==> src/rtl/background_subtract_motion_mask_top_defines.svh <==
// Assertion macros for the background subtraction motion mask block.
// Taken in by the top level; no other dependencies.
`ifndef BACKGROUND_SUBTRACT_MOTION_MASK_TOP_DEFINES_SVH
`define BACKGROUND_SUBTRACT_MOTION_MASK_TOP_DEFINES_SVH
`ifndef SYNTHESIS
`define BSMM_ASSERT_IMPLIES(label, clk, rst, ante, cons, msg) \
  label: assert property (@(posedge clk) disable iff (rst) (ante) |-> (cons)) \
    else $error(msg);
`define BSMM_ASSERT_FOLLOWS(label, clk, rst, ante, cons, msg) \
  label: assert property (@(posedge clk) disable iff (rst) (ante) |=> (cons)) \
    else $error(msg);
`else
`define BSMM_ASSERT_IMPLIES(label, clk, rst, ante, cons, msg)
`define BSMM_ASSERT_FOLLOWS(label, clk, rst, ante, cons, msg)
`endif
`endif

==> src/rtl/bsmm_pkg.sv <==
// Shared types and constants of the background subtraction motion mask block.
// No dependencies.
package bsmm_pkg;

  localparam int PIX_W      = 8;
  localparam int RGB_W      = 3 * PIX_W;
  localparam int THR_W      = 8;
  localparam int WARM_W     = 6;
  localparam int CNT_W      = 14;
  localparam int COLSUM_W   = 10;  // three 8-bit diffs
  localparam int SUM_W      = 12;  // nine 8-bit diffs, also 9 * threshold
  localparam int CFG_IDX_W  = 2;
  localparam int CFG_DATA_W = 14;

  localparam int Q_DEPTH = 4;
  localparam int Q_PTR_W = 2;
  localparam int Q_CNT_W = 3;
  localparam logic [Q_CNT_W-1:0] Q_FULL_LEVEL = Q_CNT_W'(Q_DEPTH);

  localparam logic [CNT_W-1:0] COUNT_MAX = '1;

  typedef enum logic [CFG_IDX_W-1:0] {
    REG_DIFF_THRESHOLD = 2'd0,
    REG_WARMUP_FRAMES  = 2'd1,
    REG_RESTART_LIMIT  = 2'd2
  } cfg_reg_t;

  typedef struct packed {
    logic [THR_W-1:0]  diff_threshold;
    logic [WARM_W-1:0] warmup_frames;
    logic [CNT_W-1:0]  restart_count_limit;
  } cfg_t;

  localparam cfg_t CFG_RESET = '{
    diff_threshold:      8'd40,
    warmup_frames:       6'd40,
    restart_count_limit: 14'd8110
  };

  // classification made by the front end for each pixel
  typedef struct packed {
    logic first;     // row 0, column 0
    logic interior;  // row >= 2 and column >= 2: window centre is interior
    logic last;      // last pixel of the frame
  } item_flags_t;

  typedef struct packed {
    logic pop;   // back end takes the queue head
    logic busy;  // items in flight past the queue
  } back_status_t;

endpackage

==> src/rtl/bsmm_queue.sv <==
// Short FIFO between the front end and the back end.
// Depends on bsmm_pkg for its depth.
module bsmm_queue #(
  parameter int DATA_W = 8
) (
  input  logic              clk,
  input  logic              rst,
  input  logic              push,
  input  logic [DATA_W-1:0] push_data,
  input  logic              pop,
  output logic [DATA_W-1:0] head_data,
  output logic              full,
  output logic              empty
);
  import bsmm_pkg::*;

  logic [DATA_W-1:0]  entries [Q_DEPTH];
  logic [Q_PTR_W-1:0] wr_ptr;
  logic [Q_PTR_W-1:0] rd_ptr;
  logic [Q_CNT_W-1:0] count;

  assign full      = (count == Q_FULL_LEVEL);
  assign empty     = (count == '0);
  assign head_data = entries[rd_ptr];

  always_ff @(posedge clk) begin
    if (push) begin
      entries[wr_ptr] <= push_data;
    end
  end

  always_ff @(posedge clk) begin
    if (rst) begin
      wr_ptr <= '0;
      rd_ptr <= '0;
      count  <= '0;
    end else begin
      if (push) begin
        wr_ptr <= wr_ptr + Q_PTR_W'(1);
      end
      if (pop) begin
        rd_ptr <= rd_ptr + Q_PTR_W'(1);
      end
      if (push && !pop) begin
        count <= count + Q_CNT_W'(1);
      end else if (pop && !push) begin
        count <= count - Q_CNT_W'(1);
      end
    end
  end

endmodule

==> config.mk <==
export PLATFORM = sky130hd
export DESIGN_NAME = bsmm_queue
export DESIGN_NICKNAME = d
export VERILOG_FILES = /design/src/rtl/background_subtract_motion_mask_top_defines.svh /design/src/rtl/bsmm_pkg.sv /design/src/rtl/bsmm_queue.sv
export SDC_FILE = /design/constraint.sdc
export NUM_CORES = 1
export LEC_CHECK = 0
export ABC_AREA = 1
export ABC_CLOCK_PERIOD_IN_PS = 2550
export BUFFER_PORTS_ARGS = -buffer_cell sky130_fd_sc_hd__buf_4
export CAP_MARGIN = 20
export CORE_ASPECT_RATIO = 0.9
export CORE_UTILIZATION = 40
export CTS_CLUSTER_DIAMETER = 150
export DETAILED_ROUTE_END_ITERATION = 8
export PLACE_DENSITY = 0.59
export REMOVE_ABC_BUFFERS = 1
export SLEW_MARGIN = 20
export SYNTH_ARGS = -nofsm -noshare
export SYNTH_HDL_FRONTEND = slang
export SYNTH_SLANG_ARGS = --single-unit
export TNS_END_PERCENT = 20
==> constraint.sdc <==
create_clock -name clk -period 2.55 [get_ports clk]
set_input_delay 0.1275 -clock clk [delete_from_list [all_inputs] [get_ports clk]]
set_output_delay 0.1275 -clock clk [all_outputs]
set_load 0.02 [all_outputs]
==> results.json <==
{
  "status": "finished, final reports clean",
  "htreeDepth": 2,
  "pre_cts_slack_ns": 1.026,
  "routed_wl_um": 2900,
  "vias": 1039,
  "clkTransAtPathRegs_ns": 0.07,
  "cts_tree": "yes",
  "cp-start-kind": "register",
  "synth_top_cells_by_area": "edfxtp_1 (59%), dfxtp_1 (11%), o21ai_0 (5.2%)",
  "start_util": 0.4309,
  "synth_edf_count": 32,
  "clkLatencyLatePin_ns": 0.29,
  "fmax_mhz": 532.6,
  "grt_pass1_vias": 1049,
  "report.power.total_w": 0.001427,
  "coreArea_mm2": 0.003810,
  "synth_area_leader_cell": "edfxtp_1",
  "overflow": 0,
  "finalCritPeriodShare": 0.7363,
  "crit_path_end_kind": "output port",
  "ant_nets": 0,
  "tightest_slew_ns": 0.5579,
  "power_per_cell_area_mw_per_mm2": 733.6,
  "crit_family": "flip-flops",
  "reg2reg_slack_ns": 1.27,
  "async_flop_share": 0,
  "clock-sinks": 41,
  "power.leakage_nw": 0.7833,
  "dpl.cell_count": 199,
  "dr.pass1.iters": 4,
  "fin_crit_ns": 1.878,
  "drive_gt1_frac": 0.2160,
  "fin_cells": 208,
  "slew_viol_final": 0,
  "nets": 179,
  "worst_path_max_delay_cell": "dfxtp_1",
  "cts_root_buffer": "clkbuf_8",
  "finalSetupTns_ns": 0,
  "crit_path_cell_trace": "inv_2 -> o21ai_0 -> o22ai_1 -> buf_4",
  "io-pin-count": 22,
  "min_from": "push_data[1]",
  "synth_top_area_share": 0.5854,
  "cts_max_path_buffers": 2,
  "grt_max_degree": 18,
  "r2r_start": "count[0]",
  "die-area_mm2": 0.004364,
  "rsz0062_at_grt": "no",
  "row_count": 21,
  "r2r.worst_path.cells": 7,
  "yosysSeqAreaShare": 0.6951,
  "place_congestion": 0.6889,
  "worst_slack_ns": 0.6725,
  "area_growth_pct": 18.52,
  "routedWlPerCell_um": 13.94,
  "synth_commonest_cells": "edfxtp_1 (32), nor2_1 (19), o21ai_0 (17), inv_1 (16)",
  "drc": 0,
  "antenna_found_initial": 0,
  "setup_viol": 0,
  "crit_type": "register to output port",
  "ys.flop_type": "edfxtp_1",
  "avgViaCountPerCell": 4.995,
  "min_path_cells": 1,
  "grt_use_total": 0.1496,
  "port_buffers": 21,
  "syn_area_mm2": 0.001642,
  "die_w_um": 69.53,
  "whs_endpoint": "entries[0][1]",
  "num_antenna_cells": 0,
  "cts_resized": 0,
  "vdd_drop_max_v": 0.0003604,
  "drtIter0Drc": 34,
  "worstHoldPathType": "input port to register",
  "synthDistinctLibCells": 19,
  "r2r_end": "count[2]",
  "arrival_ns": 1.75,
  "design_area_mm2": 0.001946,
  "max_stage_delay_ns": 0.68,
  "skew_ns": 0.004679,
  "path_max_fanout": 17,
  "synthCells": 134,
  "drv_cap": 0,
  "dp_hpwl_um": 1998,
  "synth-seq-cells": 41,
  "grt_pass1_wl_um": 4864,
  "fill_cells": 330,
  "place_area_mm2": 0.001834,
  "synth_most_common_cell": "edfxtp_1",
  "synth_warnings": 0,
  "crit_required_ns": 2.42,
  "cts_buffers": 5,
  "avgSynthCellArea_um2": 12.25,
  "finalHoldViolations": 0,
  "path_buf_inv": 2,
  "relSlewSlack": 0.6275,
  "die_height_um": 62.78
}
[registers in the layout, summed over array words and instances, names as in the netlist, named ones only]
signal / count
entries: 32
wr_ptr: 2
rd_ptr: 2
count: 3
[per-layer routing]
| metal | share of wire | wire length [um] | vias to the layer above | track usage |
|---|---|---|---|---|
| met4 | 0.022 | 65 | 0 | 0.08418 |
| met5 | 0 | 0 | - | 0 |
| met2 | 0.49 | 1434 | 27 | 0.2464 |
| met1 | 0.43 | 1260 | 487 | 0.1748 |
| li1 | - | - | 518 | - |
| met3 | 0.048 | 140 | 7 | 0.04355 |
[stage by stage]
step / hold slack (ns) / utilization
floorplan: 0.1999 / -
global placement: 0.2948 / 0.4814
detailed placement: 0.2981 / 0.4814
CTS: 0.02510 / 0.5107
global route: 0.02588 / 0.5107
finish: 0.03547 / 0.5107
[worst register-to-register path: stages, from the launching register on]
cell     delay [ns]
dfxtp_1        0.36
fa_1           0.46
inv_1          0.07
nand2_1        0.08
nand3_1        0.09
nand2_1        0.05
inv_1          0.04
nor2_1         0.04
[what timing repair did]
| item | 4_1_cts | 5_1_grt |
|---|---|---|
| endpoints found under the hold margin | 1 | 0 |
| hold buffers | 1 | 0 |
| setup buffers | 0 | 0 |
[report_power, final]
part	switching, W	internal (W)
clock network	0.000210	0.000244
logic	0.000113	0.0000774
registers	0.0000254	0.000757
[layout make-up]
cell class,count,area (um2),share of cell area
multi-input combinational,74,414.1,0.2129
clock inverter,1,5.005,0.002572
clock buffer,7,96.34,0.04952
timing repair buffer,22,167.7,0.08617
sequential,41,1141,0.5865
inverter,17,63.81,0.03280
tap,46,57.56,0.02958
[cell usage in the layout, fill, tap and decap left out]
cell           count
edfxtp_1          32
buf_4             21
nor2_1            19
o21ai_0           17
inv_1             16
nand2_1            9
dfxtp_1            9
o22ai_1            8
clkbuf_8           7
ha_1               5
nor2_2             3
a21oi_1            3
o21ai_1            2
o21ai_2            2
nor3_1             2
inv_2              1
xor2_1             1
nand3_1            1
nand4_1            1
fa_1               1
clkinv_2           1
dlygate4sd3_1      1
[how the worst max path moves through the flow]
stage / endpoint / from / depth (start not counted) / slack (ns)
5_1_grt: head_data[5] / register / 4 / 0.51
2_1_floorplan: head_data[1] / register / 3 / 1.33
3_5_place_dp: head_data[5] / register / 4 / 1.03
6_report: head_data[1] / register / 4 / 0.67
4_1_cts: head_data[5] / register / 4 / 0.70
3_3_place_gp: head_data[6] / register / 4 / 1.08
[cells by family after synthesis]
family / Yosys count / share of synthesized area
adder cells (fa/ha/maj): 6 / 0.05031
XOR/XNOR: 1 / 0.005336
flip-flops: 41 / 0.6951
buffers and inverters: 19 / 0.05259
AO/OA/AOI/OAI: 32 / 0.1082
AND/OR/NAND/NOR: 35 / 0.08842
(Power assumes the default switching activity.)
