`src/rtl/background_subtract_motion_mask_top_defines.svh`:
```
// Assertion macros for the background subtraction motion mask block.
// Taken in by the top level; no other dependencies.
`ifndef BACKGROUND_SUBTRACT_MOTION_MASK_TOP_DEFINES_SVH
`define BACKGROUND_SUBTRACT_MOTION_MASK_TOP_DEFINES_SVH
`ifndef SYNTHESIS
`define BSMM_ASSERT_IMPLIES(label, clk, rst, ante, cons, msg) \
  label: assert property (@(posedge clk) disable iff (rst) (ante) |-> (cons)) \
    else $error(msg);
`define BSMM_ASSERT_FOLLOWS(label, clk, rst, ante, cons, msg) \
  label: assert property (@(posedge clk) disable iff (rst) (ante) |=> (cons)) \
    else $error(msg);
`else
`define BSMM_ASSERT_IMPLIES(label, clk, rst, ante, cons, msg)
`define BSMM_ASSERT_FOLLOWS(label, clk, rst, ante, cons, msg)
`endif
`endif

```
`src/rtl/bsmm_pkg.sv`:
```
// Shared types and constants of the background subtraction motion mask block.
// No dependencies.
package bsmm_pkg;

  localparam int PIX_W      = 8;
  localparam int RGB_W      = 3 * PIX_W;
  localparam int THR_W      = 8;
  localparam int WARM_W     = 6;
  localparam int CNT_W      = 14;
  localparam int COLSUM_W   = 10;  // three 8-bit diffs
  localparam int SUM_W      = 12;  // nine 8-bit diffs, also 9 * threshold
  localparam int CFG_IDX_W  = 2;
  localparam int CFG_DATA_W = 14;

  localparam int Q_DEPTH = 4;
  localparam int Q_PTR_W = 2;
  localparam int Q_CNT_W = 3;
  localparam logic [Q_CNT_W-1:0] Q_FULL_LEVEL = Q_CNT_W'(Q_DEPTH);

  localparam logic [CNT_W-1:0] COUNT_MAX = '1;

  typedef enum logic [CFG_IDX_W-1:0] {
    REG_DIFF_THRESHOLD = 2'd0,
    REG_WARMUP_FRAMES  = 2'd1,
    REG_RESTART_LIMIT  = 2'd2
  } cfg_reg_t;

  typedef struct packed {
    logic [THR_W-1:0]  diff_threshold;
    logic [WARM_W-1:0] warmup_frames;
    logic [CNT_W-1:0]  restart_count_limit;
  } cfg_t;

  localparam cfg_t CFG_RESET = '{
    diff_threshold:      8'd40,
    warmup_frames:       6'd40,
    restart_count_limit: 14'd8110
  };

  // classification made by the front end for each pixel
  typedef struct packed {
    logic first;     // row 0, column 0
    logic interior;  // row >= 2 and column >= 2: window centre is interior
    logic last;      // last pixel of the frame
  } item_flags_t;

  typedef struct packed {
    logic pop;   // back end takes the queue head
    logic busy;  // items in flight past the queue
  } back_status_t;

endpackage

```
`src/rtl/bsmm_front.sv`:
```
// Front end: accepts pixels, tracks row, column and frame position, classifies.
// Depends on bsmm_pkg.
module bsmm_front #(
  parameter int FRAME_WIDTH  = 128,
  parameter int FRAME_HEIGHT = 96,
  localparam int ROW_W = $clog2(FRAME_HEIGHT),
  localparam int COL_W = $clog2(FRAME_WIDTH),
  localparam int POS_W = $clog2(FRAME_WIDTH * FRAME_HEIGHT)
) (
  input  logic                     clk,
  input  logic                     rst,
  input  logic                     pix_valid,
  output logic                     pix_stall,
  input  logic [bsmm_pkg::PIX_W-1:0] red,
  input  logic [bsmm_pkg::PIX_W-1:0] green,
  input  logic [bsmm_pkg::PIX_W-1:0] blue,
  input  logic                     frame_start,
  input  logic                     q_full,
  output logic                     push,
  output logic [ROW_W-1:0]         item_row,
  output logic [COL_W-1:0]         item_col,
  output logic [POS_W-1:0]         item_pos,
  output logic [bsmm_pkg::RGB_W-1:0] item_rgb,
  output bsmm_pkg::item_flags_t    item_flags
);
  import bsmm_pkg::*;

  localparam logic [ROW_W-1:0] ROW_LAST = ROW_W'(FRAME_HEIGHT - 1);
  localparam logic [COL_W-1:0] COL_LAST = COL_W'(FRAME_WIDTH - 1);

  logic [ROW_W-1:0] row_cnt, row_cnt_next;
  logic [COL_W-1:0] col_cnt, col_cnt_next;
  logic [POS_W-1:0] pos_cnt, pos_cnt_next;

  assign pix_stall = q_full;
  assign push      = pix_valid && !q_full;

  assign item_row = frame_start ? '0 : row_cnt;
  assign item_col = frame_start ? '0 : col_cnt;
  assign item_pos = frame_start ? '0 : pos_cnt;
  assign item_rgb = {red, green, blue};

  always_comb begin
    item_flags.first    = (item_row == '0) && (item_col == '0);
    item_flags.interior = (item_row >= ROW_W'(2)) && (item_col >= COL_W'(2));
    item_flags.last     = (item_row == ROW_LAST) && (item_col == COL_LAST);
  end

  // raster advance; past the last pixel the position wraps to a new frame
  always_comb begin
    if (item_col == COL_LAST) begin
      col_cnt_next = '0;
      row_cnt_next = (item_row == ROW_LAST) ? '0 : item_row + ROW_W'(1);
    end else begin
      col_cnt_next = item_col + COL_W'(1);
      row_cnt_next = item_row;
    end
    pos_cnt_next = item_flags.last ? '0 : item_pos + POS_W'(1);
  end

  always_ff @(posedge clk) begin
    if (rst) begin
      row_cnt <= '0;
      col_cnt <= '0;
      pos_cnt <= '0;
    end else if (push) begin
      row_cnt <= row_cnt_next;
      col_cnt <= col_cnt_next;
      pos_cnt <= pos_cnt_next;
    end
  end

endmodule

```
`config.mk`:
```
export PLATFORM = sky130hd
export DESIGN_NAME = bsmm_front
export DESIGN_NICKNAME = d
export VERILOG_FILES = /design/src/rtl/background_subtract_motion_mask_top_defines.svh /design/src/rtl/bsmm_pkg.sv /design/src/rtl/bsmm_front.sv
export SDC_FILE = /design/constraint.sdc
export NUM_CORES = 1
export LEC_CHECK = 0
export BUFFER_PORTS_ARGS = -buffer_cell sky130_fd_sc_hd__buf_2
export CAP_MARGIN = 10
export CELL_PAD_IN_SITES_DETAIL_PLACEMENT = 1
export CELL_PAD_IN_SITES_GLOBAL_PLACEMENT = 1
export CORE_MARGIN = 2
export CORE_UTILIZATION = 35
export CTS_BUF_LIST = sky130_fd_sc_hd__clkbuf_8
export CTS_CLUSTER_DIAMETER = 60
export DETAILED_ROUTE_END_ITERATION = 10
export PLACE_DENSITY_LB_ADDON = 0.1
export SYNTH_ARGS = -nofsm -noshare
export SYNTH_HDL_FRONTEND = slang
export SYNTH_SLANG_ARGS = --single-unit
```
`constraint.sdc`:
```
create_clock -name clk -period 2.75 [get_ports clk]
set_input_delay 0 -clock clk [delete_from_list [all_inputs] [get_ports clk]]
set_output_delay 0 -clock clk [all_outputs]
set_load 0.005 [all_outputs]
```
==> results of run 1 <==
[power by group]
group | total, mW | internal [mW] | leakage (nW) | switching, mW
Combinational | 0.0705 | 0.0222 | 0.647 | 0.0483
Clock | 0.264 | 0.128 | 0.0288 | 0.135
Sequential | 0.410 | 0.408 | 0.226 | 0.00183
[synthesized netlist by cell type (2+ instances only)]
| cell type | n | area, um^2 |
|---|---|---|
| nor2b_1 | 29 | 181.4 |
| dfxtp_1 | 28 | 560.5 |
| buf_4 | 25 | 187.7 |
| nand2_1 | 20 | 75.07 |
| nor2_1 | 20 | 75.07 |
| a21oi_1 | 13 | 65.06 |
| nand3_1 | 8 | 40.04 |
| o21ai_0 | 8 | 40.04 |
| clkbuf_1 | 7 | 26.28 |
| a22oi_1 | 5 | 37.54 |
| a31oi_1 | 5 | 31.28 |
| buf_2 | 5 | 25.02 |
| ha_1 | 5 | 62.56 |
| nand4b_1 | 5 | 43.79 |
| o31ai_1 | 5 | 37.54 |
| and2_1 | 4 | 25.02 |
| inv_1 | 4 | 15.01 |
| nand3b_1 | 4 | 30.03 |
| nand4_1 | 4 | 25.02 |
| nor3_1 | 4 | 20.02 |
| xor2_1 | 4 | 35.03 |
| a211oi_1 | 3 | 22.52 |
| a311oi_1 | 3 | 26.28 |
| and3_1 | 3 | 18.77 |
| and4b_1 | 3 | 30.03 |
| nand2b_1 | 3 | 18.77 |
| nor4_1 | 3 | 18.77 |
| or4_1 | 3 | 22.52 |
| buf_1 | 2 | 7.510 |
| mux2_2 | 2 | 22.52 |
| xnor2_1 | 2 | 17.52 |
[worst max-delay path, delay by kind of cell, from the launching register on]
| family | cells | cell delay (ps) |
|---|---|---|
| adders and majority gates | 1 | 280 |
| buffers and inverters | 1 | 150 |
| and+or+nand+nor | 4 | 1180 |
| AOI/OAI and AO/OA | 2 | 270 |
| DFF | 1 | 350 |
[area by class of cell]
class	instances	area share
multi-input cells	184	0.5555
inverters	5	0.01110
well taps	72	0.04206
flip-flops and latches	28	0.2617
repair buffers	42	0.1040
clock buffers	4	0.02570
[cell families after synthesis]
logic type               Yosys count  synth area share
AO/OA/AOI/OAI                     49            0.1622
flip-flops                        28            0.2774
adder cells (fa/ha/maj)            5           0.03096
XOR/XNOR                           6           0.02601
multiplexers                       3           0.01610
AND/OR/NAND/NOR                  121            0.3536
buffers and inverters             44            0.1337
[sequential cells by signal, summed over array words and instances (netlist names)]
name and cells:
col_cnt 7, pos_cnt 14, row_cnt 7
[how the worst max path moves through the flow]
| stage | start | end | slack [ps] | cells after the start |
|---|---|---|---|---|
| global route | col_cnt[1] | pos_cnt[9] | 210 | 8 |
| floorplan | col_cnt[1] | pos_cnt[4] | 630 | 9 |
| CTS | col_cnt[1] | pos_cnt[9] | 360 | 8 |
| global placement | col_cnt[1] | pos_cnt[9] | 460 | 8 |
| detailed placement | col_cnt[1] | pos_cnt[9] | 380 | 8 |
| finish | col_cnt[1] | pos_cnt[9] | 390 | 8 |
[per-layer routing]
layer,up-vias,GRT usage
li1,899,-
met1,883,0.2519
met2,18,0.2783
met3,6,0.01923
met4,0,0.05085
met5,-,0
[metrics by stage]
step	utilization	setup slack, ps	power (mW)
floorplan	-	631.1	0.4956
global placement	0.3767	465.0	0.4905
detailed placement	0.3767	375.7	0.4907
CTS	0.3866	356.8	0.7567
global route	0.3866	210.6	0.7817
finish	0.3866	393.9	0.7443
==> impl_results.md, run 1 <==
* Seq/Total Area, Yosys at 0.2774
* # IOs at 86
* Hold Fails Final Rpt at 0
* Worst VDD drop at 0.0001757 V
* Post-Synthesis Cell Area at 2021 um^2
* Hold path start: green[5]
* Reg2Reg Depth at 8
* Dpl cell area at 2087 um^2
* Dpl hpwl at 3881 um
* Total CTS buffers at 3
* Clk_lat worst skew at 270 ps
* Rows at 27
* Vias at 1806
* Leakage at 0.9020 nW
* Nets@finish at 298
* Vias in the first global route at 1830
* Routed WL at 5348 um
* Tmin final at 2356 ps
* Clock transition at path regs at 100 ps
* GRT Total Usage at 0.1764
* Most common cell after layout, fill and taps aside: buf_2
* Max incr delay on CP at 700 ps
* Share of post-route cells with drive strength above 1 at 0.2129
* Starting DRT DRC Count at 51
* Hold Buf Count CTS at 0
* Critical Path, Cell by Cell: nor2b_1 -> ha_1 -> nand3_2 -> or4_1 -> clkinv_4 -> nor2_2 -> a31oi_1 -> a21oi_1
* Multi-input combinational cell area at 1190 um^2
* Critical path class: flop to flop
* Gates resized, CTS repair at 0
* Crit start category: flop
* Die height at 79.98 um
* Post-Syn Nets at 290
* Setup TNS at 0 ps
* WL met2 at 2457 um
* Max_slew headroom at 0.5798
* Core area at 5540 um^2
* Die area at 6397 um^2
* Worst-case hold slack at 0.002245 ps
* Hold path cells at 0
* Fill cells at 712
* First-pass GRT wire length at 9073 um
* RSZ-0062 raised after global routing: false
* Commonest cells after routing, fill and taps aside: buf_2 (37), nor2b_1 (29), dfxtp_1 (28), nand2_1 (20), nor2_1 (20)
* Flops & latches, synth at 28
* Post-synth EDFFs at 0
* First-pass DRT Iterations at 4
* CTS tree: done
* Largest net degree at the start of global routing at 34
* M1 wire length at 2676 um
* Post-synth top flop: dfxtp_1
* Post-route antenna net violation count at 0
* Area Growth Syn to Fin at 6.006%
* Reg-to-Reg End: pos_cnt[9]
* CP arrival at 2500 ps
* Pwr Density at 347.5 nW/um^2
* Element type at the critical path end: flop
* Starting density of the core at 0.3647
* CTS Buffer Depth at 2
* Worst min path class: primary input to output port
* Crit-path max FO at 8
* Vias per inst at 5.391
* Critical path required time at 2890 ps
* DR top layer: met4
* Syn Inst Count at 256
* Worst r2r src: col_cnt[1]
* Mapped Avg Cell Area at 7.893 um^2
* DRC errors left at 0
* Clock sink count at 28
* Max stage delay cell, worst path: or4_1
* Placed cell count at 331
* Ant diodes at 0
* Final setup fails at 0
* Total global routing overflow at 0
* Worst-Margin Slew at 630.4 ps
* Max Cap Viol at 0
* FF-to-FF setup slack at 390 ps
* Initial antenna violation count at 0
* Fin Clk Skew at 6.172 ps
* Final Max Slew Viols at 0
* H-tree depth at 1
* Asr flop ratio synth at 0
* Status: finished clean
* Period Utilization, post-route at 0.8568
* Chip Width at 79.98 um
* Maximum clock rate at 424.4 MHz
* Hold Path Sink: item_rgb[13]
* Setup Buffers After CTS at 0
* Placer Congestion at 0.6872
* Netlist cell types at 48
* CTS Root Cell: clkbuf_8
* Non-Filler Instances at 335
* Metal3 WL at 172 um
* Post-route cell area at 2142 um^2
* Ys Warns at 0
* Routed len/inst at 15.96 um
* Port Buf Inserts at 37
* Area occupied by registers at 560.5 um^2
(Power assumes the default switching activity.)
==> run 2, diff against run 1 <==
--- a/config.mk
+++ b/config.mk
@@ -14,6 +14,7 @@
 export CTS_BUF_LIST = sky130_fd_sc_hd__clkbuf_8
 export CTS_CLUSTER_DIAMETER = 60
 export DETAILED_ROUTE_END_ITERATION = 10
+export MAX_ROUTING_LAYER = met4
 export PLACE_DENSITY_LB_ADDON = 0.1
 export SYNTH_ARGS = -nofsm -noshare
 export SYNTH_HDL_FRONTEND = slang
==> run 2 against run 1 <==
Against the previous run:
- cell count stayed put
- sequential share of layout area stayed put
- wire length hardly changed
- combinational power hardly changed
- register-to-register slack hardly changed
- final area stayed put
- largest cell class unchanged
- highest routed layer unchanged
==> impl_results.md, run 2 (synthesized netlist as in run 1, its figures left out) <==
* Vias at 1806 (unchanged)
* Total global routing overflow at 0 (unchanged)
* Most common cell after layout, fill and taps aside: buf_2 (unchanged)
* Leakage at 0.9020 nW (unchanged)
* CTS Buffer Depth at 2 (unchanged)
* Dpl hpwl at 3881 um (unchanged)
* Largest regs: pos_cnt (14), col_cnt (7), row_cnt (7) (unchanged)
* Final setup fails at 0 (unchanged)
* Maximum clock rate at 424.3 MHz (was 424.4 MHz)
* H-tree depth at 1 (unchanged)
* Routed WL at 5344 um (was 5348 um)
* Multi-input combinational cell area at 1190 um^2 (unchanged)
* Post-route antenna net violation count at 0 (unchanged)
* CP arrival at 2500 ps (about the same)
* RSZ-0062 raised after global routing: false (unchanged)
* Setup Buffers After CTS at 0 (unchanged)
* Largest net degree at the start of global routing at 34 (unchanged)
* Initial antenna violation count at 0 (unchanged)
* Critical path class: flop to flop (unchanged)
* GRT busiest layer: met2 (unchanged)
* Met1 usage at 0.2560 (was 0.2519)
* Max Cap Viol at 0 (unchanged)
* Status: finished clean (unchanged)
* Setup TNS at 0 ps (unchanged)
* Starting density of the core at 0.3647 (unchanged)
* Die height at 79.98 um (unchanged)
* Critical path required time at 2890 ps (about the same)
* First-pass GRT wire length at 9087 um (was 9073 um)
* Hold Fails Final Rpt at 0 (unchanged)
* Fill cells at 712 (unchanged)
* # IOs at 86 (unchanged)
* Pwr Total at 746.3 uW (was 744.3 uW)
* Vias in the first global route at 1823 (was 1830)
* Post-route cell area at 2142 um^2 (unchanged)
* Clk_lat worst skew at 280 ps (was 270 ps)
* DRC errors left at 0 (unchanged)
* Max_slew headroom at 0.5797 (was 0.5798)
* Element type at the critical path end: flop (unchanged)
* Rows at 27 (unchanged)
* Routed len/inst at 15.95 um (was 15.96 um)
* Dpl cell area at 2087 um^2 (unchanged)
* CTS Root Cell: clkbuf_8 (unchanged)
* Ant diodes at 0 (unchanged)
* Area occupied by registers at 560.5 um^2 (unchanged)
* Worst VDD drop at 0.0001765 V (was 0.0001757 V)
* Biggest register: pos_cnt (unchanged)
* Pwr Density at 348.4 nW/um^2 (was 347.5 nW/um^2)
* Clock sink count at 28 (unchanged)
* Fin Clk Skew at 5.480 ps (was 6.172 ps)
* Total CTS buffers at 3 (unchanged)
* Crit-path max FO at 8 (unchanged)
* Worst-Margin Slew at 630.5 ps (was 630.4 ps)
* First-pass DRT Iterations at 5 (was 4)
* Clock transition at path regs at 110 ps (was 100 ps)
* Core area at 5540 um^2 (unchanged)
* M3 GR Usage at 0.01923 (unchanged)
* Share of post-route cells with drive strength above 1 at 0.2129 (unchanged)
* Vias per inst at 5.391 (unchanged)
* Commonest cells after routing, fill and taps aside: buf_2 (37), nor2b_1 (29), dfxtp_1 (28), nand2_1 (20), nor2_1 (20) (unchanged)
* Port Buf Inserts at 37 (unchanged)
* Max incr delay on CP at 700 ps (about the same)
* Max reg flops at 14 (unchanged)
* Placer Congestion at 0.6944 (was 0.6872)
* Starting DRT DRC Count at 61 (was 51)
* Final Max Slew Viols at 0 (unchanged)
* CTS tree: done (unchanged)
* GRT Total Usage at 0.1819 (was 0.1764)
* Chip Width at 79.98 um (unchanged)
* Crit start category: flop (unchanged)
* Worst min path class: primary input to output port (unchanged)
* Die area at 6397 um^2 (unchanged)
* Gates resized, CTS repair at 0 (unchanged)
* Area Growth Syn to Fin at 6.006% (unchanged)
* Max stage delay cell, worst path: or4_1 (unchanged)
* Critical Path, Cell by Cell: nor2b_1 -> ha_1 -> nand3_2 -> or4_1 -> clkinv_4 -> nor2_2 -> a31oi_1 -> a21oi_1 (unchanged)
* Nets@finish at 298 (unchanged)
* Tmin final at 2357 ps (was 2356 ps)
* M2 GR Usage at 0.2758 (was 0.2783)
* Period Utilization, post-route at 0.8571 (was 0.8568)
* Hold Buf Count CTS at 0 (unchanged)
[run 2: cell counts in the layout (fill, tap and decap cells not counted)]
Identical to the previous run, type by type.
[run 2: final cells by class]
type	count	area share
Sequential cell	28	0.2617
Multi-Input combinational cell	184	0.5555
Clock buffer	4	0.02570
Inverter	5	0.01110
Tap cell	72	0.04206
Timing Repair Buffer	42	0.1040
[run 2: report_power, final]
| group | leakage, nW | internal, mW | switching [mW] | total (mW) |
|---|---|---|---|---|
| logic | 0.647 | 0.0222 | 0.0484 | 0.0706 |
| clock network | 0.0288 | 0.128 | 0.137 | 0.265 |
| registers | 0.226 | 0.408 | 0.00180 | 0.410 |
| total | 0.902 | 0.559 | 0.187 | 0.746 |
[run 2: worst paths after layout]
path,endpoint,depth (start not counted),slack [ps],start
worst max register to register,pos_cnt[9],8,390,col_cnt[1]
worst min register to register,pos_cnt[1],2,480,pos_cnt[1]
worst max-delay path,pos_cnt[9],8,390,col_cnt[1]
worst min-delay path,item_rgb[13],0,0.002,green[5]
[run 2: worst max-delay path: cells and delay by family, from the launching register on]
kind | cells | cell delay (ps)
DFF | 1 | 350
buffers and inverters | 1 | 150
and+or+nand+nor | 4 | 1170
adders and majority gates | 1 | 280
AOI/OAI and AO/OA | 2 | 270
[run 2: layer usage]
layer | up-vias | part of all wire
li1 | 900 | -
met1 | 878 | 0.50
met2 | 22 | 0.46
met3 | 6 | 0.033
met4 | 0 | 0.0079
met5 | - | 0
[run 2: per-stage QoR]
step / hold WS [ps] / cells / utilization / setup WS (ps)
after floorplan: 37.49 / 256 / - / 631.1
after global placement: 0.03458 / 331 / 0.3767 / 465.0
after detailed placement: 0.03458 / 331 / 0.3767 / 375.7
after CTS: 0.03458 / 335 / 0.3866 / 356.8
after global routing: 0.007962 / 335 / 0.3866 / 210.4
final: 0.002245 / 335 / 0.3866 / 393.0
